## config.mk

```make
export PLATFORM = sky130hd
export DESIGN_NAME = antialiased_line_rasterizer_top
export DESIGN_NICKNAME = d
export VERILOG_FILES = /design/src/rtl/alr_pkg.sv /design/src/rtl/alr_div.sv /design/src/rtl/alr_endpoint.sv /design/src/rtl/antialiased_line_rasterizer_top.sv
export SDC_FILE = /design/constraint.sdc
export NUM_CORES = 2
export LEC_CHECK = 0
export BUFFER_PORTS_ARGS = -buffer_cell sky130_fd_sc_hd__buf_2
export CAP_MARGIN = 40
export CORE_ASPECT_RATIO = 1.5
export CORE_MARGIN = 3
export CORE_UTILIZATION = 33
export CTS_CLUSTER_SIZE = 40
export DETAILED_ROUTE_END_ITERATION = 8
export PLACE_DENSITY_LB_ADDON = 0.15
export SYNTH_ARGS = -nofsm -noshare
export SYNTH_HDL_FRONTEND = slang
export SYNTH_SLANG_ARGS = --single-unit
```

## constraint.sdc

```tcl
create_clock -name clk -period 14.7 [get_ports clk]
set_input_delay 0.735 -clock clk [delete_from_list [all_inputs] [get_ports clk]]
set_output_delay 0.735 -clock clk [all_outputs]
set_load 0.005 [all_outputs]
```

## src/rtl/alr_pkg.sv

```systemverilog
package alr_pkg;

	localparam int COORD_INT_BITS = 10;
	localparam int FRAC_BITS = 8;
	localparam int SLOPE_FRAC = 16;
	localparam int PIX_W = 11;
	localparam int COV_W = 9;

	typedef enum logic [1:0] {
		PH_IDLE = 2'd0,
		PH_FAR  = 2'd1,
		PH_COLS = 2'd2
	} phase_t;

	typedef enum logic [2:0] {
		ST_IDLE  = 3'd0,
		ST_DIV   = 3'd1,
		ST_EP1   = 3'd2,
		ST_EP2   = 3'd3,
		ST_OUT0  = 3'd4,
		ST_OUT1  = 3'd5
	} seq_t;

	localparam logic OP_START = 1'b0;
	localparam logic OP_STEP  = 1'b1;

endpackage

```

## src/rtl/alr_div.sv

```systemverilog
// Restoring divider: one quotient bit per cycle, unsigned.
module alr_div #(
	parameter int NUM_W = 34,
	parameter int DEN_W = 18
) (
	input  logic             clk,
	input  logic             arst_n,
	input  logic             start,
	input  logic [NUM_W-1:0] num,
	input  logic [DEN_W-1:0] den,
	output logic             done,
	output logic [NUM_W-1:0] quo
);
	localparam int CNT_W = $clog2(NUM_W + 1);

	logic [NUM_W-1:0] quo_q;
	logic [DEN_W:0]   rem_q;
	logic [DEN_W-1:0] den_q;
	logic [CNT_W-1:0] cnt_q;
	logic             busy_q;
	logic             done_q;
	logic [DEN_W:0]   trial;
	logic [DEN_W:0]   diff;

	assign trial = {rem_q[DEN_W-1:0], quo_q[NUM_W-1]};
	assign diff  = trial - {1'b0, den_q};

	always_ff @(posedge clk or negedge arst_n) begin
		if (!arst_n) begin
			busy_q <= 1'b0;
			cnt_q  <= '0;
			done_q <= 1'b0;
		end else begin
			// The quotient is complete the cycle after the last step.
			done_q <= busy_q && !start && (cnt_q == CNT_W'(1));
			if (start) begin
				busy_q <= 1'b1;
				cnt_q  <= CNT_W'(NUM_W);
			end else if (busy_q) begin
				cnt_q <= cnt_q - 1'b1;
				if (cnt_q == CNT_W'(1)) begin
					busy_q <= 1'b0;
				end
			end
		end
	end

	always_ff @(posedge clk) begin
		if (start) begin
			quo_q <= num;
			rem_q <= '0;
			den_q <= den;
		end else if (busy_q) begin
			if (!diff[DEN_W]) begin
				rem_q <= diff;
				quo_q <= {quo_q[NUM_W-2:0], 1'b1};
			end else begin
				rem_q <= trial;
				quo_q <= {quo_q[NUM_W-2:0], 1'b0};
			end
		end
	end

	assign done = done_q;
	assign quo  = quo_q;
endmodule

```

## src/rtl/alr_endpoint.sv

```systemverilog
// Endpoint rounding: column, minor position in Q.16 and the rounding fraction.
module alr_endpoint #(
	parameter int CIB = 10,
	parameter int FB  = 8
) (
	input  logic [CIB+FB-1:0]  px,
	input  logic [CIB+FB-1:0]  py,
	input  logic signed [19:0] grad,
	output logic [CIB:0]       xe,
	output logic signed [CIB+18:0] yq,
	output logic [FB-1:0]      fr
);
	localparam int CW = CIB + FB;
	localparam int SLOPE_SH = alr_pkg::SLOPE_FRAC - FB;
	logic [CW:0]           t;
	logic signed [FB+1:0]  dif;
	logic signed [FB+21:0] prod;
	logic signed [CIB+18:0] base;

	always_comb begin
		t    = {1'b0, px} + (CW+1)'(1 << (FB - 1));
		xe   = t[CW:FB];
		fr   = t[FB-1:0];
		// Offset is 0.5 minus the fraction, in the range (-0.5, 0.5].
		dif  = (FB+2)'(1 << (FB - 1)) - $signed({2'b00, fr});
		prod = grad * dif;
		base = $signed((CIB+19)'({1'b0, py}) << SLOPE_SH);
		yq   = base + (CIB+19)'(prod >>> FB);
	end
endmodule

```

## src/rtl/antialiased_line_rasterizer_top.sv

```systemverilog
// Antialiased line rasterizer in fixed point. A start transaction (opcode 0)
// loads a segment and yields the two pixels of the first endpoint; each step
// transaction (opcode 1) yields the next pixel pair: first the far endpoint,
// then one column per step, with last set on the final pixel. The block works
// on one transaction at a time and is not ready until both pixels of the
// previous one have left. A start spends most of its time in the serial
// divider that finds the slope; a start whose endpoints share the major
// coordinate skips the divider. The block waits while the output is held
// off. A step with no line loaded yields nothing. Off-screen coordinates
// read as 2^COORD_INT_BITS.
module antialiased_line_rasterizer_top #(
	parameter int COORD_INT_BITS = alr_pkg::COORD_INT_BITS,
	parameter int FRAC_BITS      = alr_pkg::FRAC_BITS
) (
	input  logic        clk,
	input  logic        arst_n,
	input  logic        in_valid,
	output logic        in_ready,
	input  logic        opcode,
	input  logic [17:0] start_x,
	input  logic [17:0] start_y,
	input  logic [17:0] end_x,
	input  logic [17:0] end_y,
	output logic        out_valid,
	input  logic        out_ready,
	output logic [10:0] pixel_x,
	output logic [10:0] pixel_y,
	output logic [8:0]  coverage,
	output logic        last
);
	localparam int CW   = COORD_INT_BITS + FRAC_BITS;
	localparam int YW   = COORD_INT_BITS + 19;
	localparam int NW   = CW + 16;
	localparam int RW   = COORD_INT_BITS + 2;

	alr_pkg::seq_t   st_q, st_d;
	alr_pkg::phase_t ph_q;
	logic            steep_q;
	logic [CW-1:0]   x0_q, y0_q, x1_q, y1_q;
	logic            neg_q;
	logic signed [19:0] slope_q;
	logic signed [YW-1:0] icpt_q;
	logic signed [RW:0] col_q, lcol_q, frow_q, row_q;
	logic [7:0]      ffr_q, f_q;
	logic [8:0]      fgap_q, g_q;
	logic            full_q, done_q;
	logic            div_go_q;

	// Output register.
	logic            ov_q;
	logic [10:0]     ox_q, oy_q;
	logic [8:0]      oc_q;
	logic            ol_q;

	logic            acc;
	assign acc      = in_valid && in_ready;
	assign in_ready = (st_q == alr_pkg::ST_IDLE) && !ov_q;

	// Order and steep swap on the incoming transaction.
	logic [CW-1:0] ax0, ay0, ax1, ay1, bx0, by0, bx1, by1;
	logic [CW-1:0] adx, ady;
	logic          stp;
	always_comb begin
		ax0 = start_x[CW-1:0]; ay0 = start_y[CW-1:0];
		ax1 = end_x[CW-1:0];   ay1 = end_y[CW-1:0];
		adx = (ax1 > ax0) ? ax1 - ax0 : ax0 - ax1;
		ady = (ay1 > ay0) ? ay1 - ay0 : ay0 - ay1;
		stp = ady > adx;
		bx0 = stp ? ay0 : ax0; by0 = stp ? ax0 : ay0;
		bx1 = stp ? ay1 : ax1; by1 = stp ? ax1 : ay1;
	end

	logic            dstart, ddone;
	logic [NW-1:0]   dquo;
	logic [CW-1:0]   ddx, ddy;
	assign ddx    = x1_q - x0_q;
	assign ddy    = (y1_q >= y0_q) ? y1_q - y0_q : y0_q - y1_q;
	// The divider is started once, in the first cycle after the start transaction, unless ddx is zero.
	assign dstart = div_go_q && (ddx != '0);

	alr_div #(.NUM_W(NW), .DEN_W(CW)) u_div (
		.clk(clk), .arst_n(arst_n), .start(dstart),
		.num({ddy, 16'd0}), .den(ddx), .done(ddone), .quo(dquo)
	);

	// One shared endpoint unit, used for each endpoint in turn.
	logic [CW-1:0]   epx, epy;
	logic [COORD_INT_BITS:0] exe;
	logic signed [YW-1:0] eyq;
	logic [FRAC_BITS-1:0] efr;
	assign epx = (st_q == alr_pkg::ST_EP1) ? x0_q : x1_q;
	assign epy = (st_q == alr_pkg::ST_EP1) ? y0_q : y1_q;

	alr_endpoint #(.CIB(COORD_INT_BITS), .FB(FRAC_BITS)) u_ep (
		.px(epx), .py(epy), .grad(slope_q), .xe(exe), .yq(eyq), .fr(efr)
	);

	function automatic logic [8:0] to_q8(input logic [FRAC_BITS:0] v);
		logic [FRAC_BITS+8:0] w;
		w = {8'd0, v} << 8;
		return 9'(w >> FRAC_BITS);
	endfunction

	function automatic logic [10:0] clampp(input logic signed [RW:0] v);
		if (v < 0 || v >= (RW+1)'(1 << COORD_INT_BITS)) begin
			return 11'(1 << COORD_INT_BITS);
		end
		return 11'(v);
	endfunction

	logic signed [RW:0] rowq;
	logic [8:0] g1;
	logic [16:0] cp0, cp1;
	logic signed [RW:0] prow, pcol;
	logic [8:0] pcov;
	logic       plast;
	always_comb begin
		rowq = (RW+1)'(eyq >>> 16);
		g1   = to_q8((FRAC_BITS+1)'(1 << FRAC_BITS) - {1'b0, efr});
		cp0  = (17'd256 - {9'd0, f_q}) * {8'd0, g_q};
		cp1  = {9'd0, f_q} * {8'd0, g_q};
		pcol = col_q;
		if (st_q == alr_pkg::ST_OUT0) begin
			prow  = row_q;
			pcov  = full_q ? 9'(9'd256 - {1'b0, f_q}) : cp0[16:8];
			plast = 1'b0;
		end else begin
			prow  = row_q + 1'b1;
			pcov  = full_q ? {1'b0, f_q} : cp1[16:8];
			plast = done_q;
		end
	end

	always_comb begin
		st_d = st_q;
		case (st_q)
			alr_pkg::ST_IDLE: begin
				if (acc && opcode == alr_pkg::OP_START) begin
					st_d = alr_pkg::ST_DIV;
				end else if (acc && ph_q != alr_pkg::PH_IDLE) begin
					st_d = alr_pkg::ST_OUT0;
				end
			end
			alr_pkg::ST_DIV:  if (ddone || ddx == '0) st_d = alr_pkg::ST_EP1;
			alr_pkg::ST_EP1:  st_d = alr_pkg::ST_EP2;
			alr_pkg::ST_EP2:  st_d = alr_pkg::ST_OUT0;
			alr_pkg::ST_OUT0: if (!ov_q) st_d = alr_pkg::ST_OUT1;
			alr_pkg::ST_OUT1: if (!ov_q) st_d = alr_pkg::ST_IDLE;
			default:          st_d = alr_pkg::ST_IDLE;
		endcase
	end

	always_ff @(posedge clk or negedge arst_n) begin
		if (!arst_n) begin
			st_q     <= alr_pkg::ST_IDLE;
			ph_q     <= alr_pkg::PH_IDLE;
			done_q   <= 1'b0;
			ov_q     <= 1'b0;
			div_go_q <= 1'b0;
		end else begin
			st_q <= st_d;
			div_go_q <= acc && (opcode == alr_pkg::OP_START);
			if (ov_q && out_ready) ov_q <= 1'b0;
			case (st_q)
				alr_pkg::ST_IDLE: begin
					done_q <= 1'b0;
					if (acc && opcode == alr_pkg::OP_START) begin
						ph_q <= alr_pkg::PH_IDLE;
					end else if (acc && ph_q == alr_pkg::PH_FAR) begin
						done_q <= (col_q + 1'b1 >= lcol_q);
						ph_q   <= (col_q + 1'b1 >= lcol_q) ? alr_pkg::PH_IDLE : alr_pkg::PH_COLS;
					end else if (acc && ph_q == alr_pkg::PH_COLS) begin
						done_q <= (col_q + 2'd2 >= lcol_q);
						if (col_q + 2'd2 >= lcol_q) ph_q <= alr_pkg::PH_IDLE;
					end
				end
				alr_pkg::ST_EP2: ph_q <= alr_pkg::PH_FAR;
				alr_pkg::ST_OUT0, alr_pkg::ST_OUT1: begin
					if (!ov_q) ov_q <= 1'b1;
				end
				default: ;
			endcase
		end
	end

	always_ff @(posedge clk) begin
		if (!ov_q && (st_q == alr_pkg::ST_OUT0 || st_q == alr_pkg::ST_OUT1)) begin
			ox_q <= steep_q ? clampp(prow) : clampp(pcol);
			oy_q <= steep_q ? clampp(pcol) : clampp(prow);
			oc_q <= pcov;
			ol_q <= plast;
		end
		case (st_q)
			alr_pkg::ST_IDLE: begin
				if (acc && opcode == alr_pkg::OP_START) begin
					steep_q <= stp;
					if (bx0 > bx1) begin
						x0_q <= bx1; y0_q <= by1; x1_q <= bx0; y1_q <= by0;
						neg_q <= by1 > by0;
					end else begin
						x0_q <= bx0; y0_q <= by0; x1_q <= bx1; y1_q <= by1;
						neg_q <= by0 > by1;
					end
				end else if (acc && ph_q == alr_pkg::PH_FAR) begin
					col_q  <= lcol_q;
					row_q  <= frow_q;
					f_q    <= ffr_q;
					g_q    <= fgap_q;
					full_q <= 1'b0;
					// The first column waits in lcol_q and the last one in frow_q
					// until the far pair is out.
					lcol_q <= col_q;
					frow_q <= lcol_q;
				end else if (acc && ph_q == alr_pkg::PH_COLS) begin
					row_q  <= (RW+1)'(icpt_q >>> 16);
					f_q    <= icpt_q[15:8];
					full_q <= 1'b1;
					icpt_q <= icpt_q + YW'(slope_q);
					col_q  <= col_q + 1'b1;
				end
			end
			alr_pkg::ST_DIV: begin
				if (ddx == '0) begin
					slope_q <= 20'sd65536;
				end else if (ddone) begin
					slope_q <= neg_q ? -$signed(20'(dquo)) : $signed(20'(dquo));
				end
			end
			alr_pkg::ST_EP1: begin
				row_q  <= rowq;
				f_q    <= eyq[15:8];
				g_q    <= g1;
				full_q <= 1'b0;
				icpt_q <= eyq + YW'(slope_q);
				col_q  <= (RW+1)'(exe);
			end
			alr_pkg::ST_EP2: begin
				lcol_q <= (RW+1)'(exe);
				frow_q <= rowq;
				ffr_q  <= eyq[15:8];
				fgap_q <= to_q8({1'b0, efr});
			end
			alr_pkg::ST_OUT1: begin
				if (!ov_q && ph_q == alr_pkg::PH_COLS && full_q == 1'b0 && frow_q == col_q) begin
					col_q  <= lcol_q;
					lcol_q <= frow_q;
				end
			end
			default: ;
		endcase
	end

	assign out_valid = ov_q;
	assign pixel_x   = ox_q;
	assign pixel_y   = oy_q;
	assign coverage  = oc_q;
	assign last      = ol_q;
endmodule
```

==> summary.txt <==
Pwr
  • LEAKAGE: 19.4 nW
  • Combinational cell fraction of total power: 34.4%
  • Switching share of total power: 33.0%
  • Pwr dens: 74.8 nW/um^2
  • IR drop worst, VDD: 0.101 mV
  • Internal power: 2.10 mW
  • Sequential cell fraction of total power: between 30% and 40%
  • Power Total: 3.13 mW
  • Clk pwr share: approximately a third
  • P_sw: 1.03 mW

Place
  • Port-buffer cells: 110
  • Hpwl dp: 96300 um
  • Pre-CTS setup slack: approximately 2.1 ns
  • GP Congestion: 0.921
  • DP Area: 40500 sq um
  • Dpl cells: 5671

Worst setup path
  • Worst path top cell family by delay: compound AO/OA/AOI/OAI gates
  • Critical Setup Path Class: reg -> reg
  • Crit path launch type: register
  • Crit. End Element: register
  • Critical Path Fanout Max: 21
  • CP most frequent cell: fa_1
  • WP data required: around 15 ns
  • Critical Path AT: 12.92 ns
  • CP max-delay cell: nor3b_4
  • Worst path max stage delay: ~0.81 ns
  • Worst path bufs/invs: 5

Synthesis
  • Adder-Cell Fraction of Synth Area: 26.3%
  • Post-Synthesis Cells: slightly above 4000
  • Largest family of logic cells by synthesized area: adder cells
  • Post-synth EDFFs: 277
  • Post-synthesis xor/xnor area fraction: 5.81%
  • Main synth FF type: edfxtp_1
  • Syn_nets: 4873
  • Yosys cell types: 87
  • Syn. warnings: 0
  • Compound-gate portion of the synthesized area: 13.7%
  • Simple-gate area share of the yosys netlist: 14.5%
  • Cell Area, Synth: roughly 38000 sq um
  • Share of cell area taken by muxes after synthesis: 8.61%
  • Mapped Avg Cell Area: between 9 and 10 sq um
  • Seq/Total Area, Yosys: 24.7%
  • Synth Register Bits: 327
  • Asr flop ratio synth: roughly 5%

Cells and area
  • Commonest non-fill, non-tap cell in the layout: inv_1
  • N_diodes: 0
  • P&R area growth vs syn: 9.90%
  • Register area: approximately 9400 sq um
  • Share of layout cells above drive strength 1: 7.07%
  • Fillers: about 12000
  • Post-route cell area: 41800 sq um
  • Util after Layout: 36.5%
  • Final non-filler cell total: 5741
  • Multi-input logic area: 26400 sq um
  • Commonest cells after routing, fill and taps aside: 452 x inv_1, 414 x ha_1, 370 x nand2_1
  • Nets@finish: 4904

Status
  • Status: completed

Clocking
  • CTS root buffer: clkbuf_16
  • Num CTS Buffers: 38
  • Post_cts resized: 0
  • Postcts setup bufs: 0
  • Hold-fix buffers, CTS: 0
  • CTS tree: done
  • Max Root-Sink Buffers: 3
  • Clk_lat worst skew: 0.59 ns
  • H-tree levels: 2
  • Worst-path clk slew: 0.06 ns
  • Clock sinks: 327

Global route
  • First-pass GRT wire length: between 150000 and 200000 um
  • Global route overflow: 0
  • Vias in the first global route: 31900
  • Initial antenna violation count: 0
  • Largest net degree at the start of global routing: 73
  • Overall Global Routing Usage: 19.6%

Floorplan
  • Core ar.: 114000 sq um
  • Die X: between 200 and 300 um
  • Io pins: 111
  • Initial Utilization: 33.3%
  • Die Area: around 120000 sq um
  • Row count: 152
  • Die height: 422 um

STA
  • Setup WS post-layout: 2.12 ns
  • Setup violators final: 0
  • Final hold violations: 0
  • Setup TNS Final: 0 ns
  • Slew HR: 36.6%
  • Achievable frequency: 79.5 MHz
  • Worst Skew: 0.0287 ns
  • Pins Over Slew Limit: 0
  • Period utilisation layout: 85.6%
  • RSZ-0062 raised after global routing: false
  • Slew at the pin closest to its max-slew limit: 0.939 ns
  • Min Hold Slack: 0.107 ns
  • Crit path time final: 12.58 ns

Detailed routing
  • DR vias: 29700
  • ANT nets after route: 0
  • Residual DRC: 0
  • Violation count after the first detailed-routing iteration: between 1000 and 1500
  • Pre-Repair DR Iteration Count: 5
  • Via density: 5.18
  • Final WL: 119000 um
  • Wire per inst: ~21 um

Flow run
  • Maxcap violations: 0

Min path
  • Type of the worst min-delay path: in -> async
flip-flops by register name (all words and copies together) (netlist names), 18 cells and up:
| name | count |
|---|---|
| u_div.quo | 34 |
| icpt_q | 29 |
| slope_q | 20 |
| u_div.den_q | 18 |
| u_div.rem_q | 18 |
| x0_q | 18 |
| x1_q | 18 |
| y0_q | 18 |
| y1_q | 18 |
Yosys cell counts (19+ instances only):
library cell | instances | area share [%]
nand2_1 | 370 | 3.6
nor3_1 | 55 | 0.72
nor2_1 | 236 | 2.3
inv_1 | 452 | 4.5
xor2_1 | 89 | 2.0
nor2b_1 | 106 | 1.7
clkbuf_1 | 142 | 1.4
a31oi_1 | 19 | 0.31
fa_1 | 242 | 13
xnor2_1 | 161 | 3.7
edfxtp_1 | 277 | 22
ha_1 | 414 | 14
a211oi_1 | 40 | 0.79
a21o_1 | 138 | 2.7
nand3_1 | 72 | 0.95
a21oi_1 | 209 | 2.7
nand4_1 | 49 | 0.81
or3_1 | 25 | 0.41
and2_1 | 104 | 1.7
and3_1 | 26 | 0.43
o21a_1 | 46 | 0.91
mux2i_1 | 311 | 8.2
o21ai_0 | 172 | 2.3
o21bai_1 | 33 | 0.65
buf_2 | 22 | 0.29
o22ai_1 | 22 | 0.36
nand2b_1 | 34 | 0.56
dfxtp_1 | 34 | 1.8
path summary, 6_finish.rpt:
| kind | from | endpoint | slack, ns | cells after the start |
|---|---|---|---|---|
| min | arst_n | out_valid | 0.11 | 1 |
| max reg2reg | st_q[2] | icpt_q[28] | 2.12 | 45 |
| min in group clk | out_ready | out_valid | 0.31 | 2 |
| max in group asynchronous | arst_n | u_div.busy_q | 14.20 | 1 |
| max | st_q[2] | icpt_q[28] | 2.12 | 45 |
| min reg2reg | u_div.done | st_q[0] | 0.48 | 1 |
cells by family (layout without fill, tap and decap cells):
| family | Yosys count | count (layout) |
|---|---|---|
| buf+inv | 634 | 695 |
| flops | 327 | 327 |
| xor+xnor | 251 | 251 |
| fa+ha+maj | 656 | 656 |
| compound gates | 815 | 815 |
| simple gates | 1134 | 1134 |
| mux | 323 | 323 |
power by group through the flow:
stage / logic (mW) / clock network, mW / registers [mW]
4_1_cts: 1.08 / 1.04 / 1.05
3_3_place_gp: 1.06 / 0 / 1.07
2_1_floorplan: 0.809 / 0 / 1.07
3_5_place_dp: 1.08 / 0 / 1.07
6_report: 1.08 / 1.01 / 1.05
5_1_grt: 1.18 / 1.06 / 1.05
cell type report:
class                           count  share of cell area (%)
Multi-Input combinational cell   3179                    63.0
Sequential cell                   327                    22.5
Tap cell                         1540                    4.60
Inverter                          454                    4.08
Timing Repair Buffer              171                    2.72
Clock buffer                       56                    2.70
Clock inverter                     14                   0.401
layer usage:
layer	vias up	track usage (%)	routed length [um]
met5	-	0	0
met4	0	8.54	5750
met3	205	1.61	3140
met2	500	39.5	66200
met1	14700	20.5	43600
li1	14400	-	-
No activity file was read; power rests on OpenSTA's default activity.
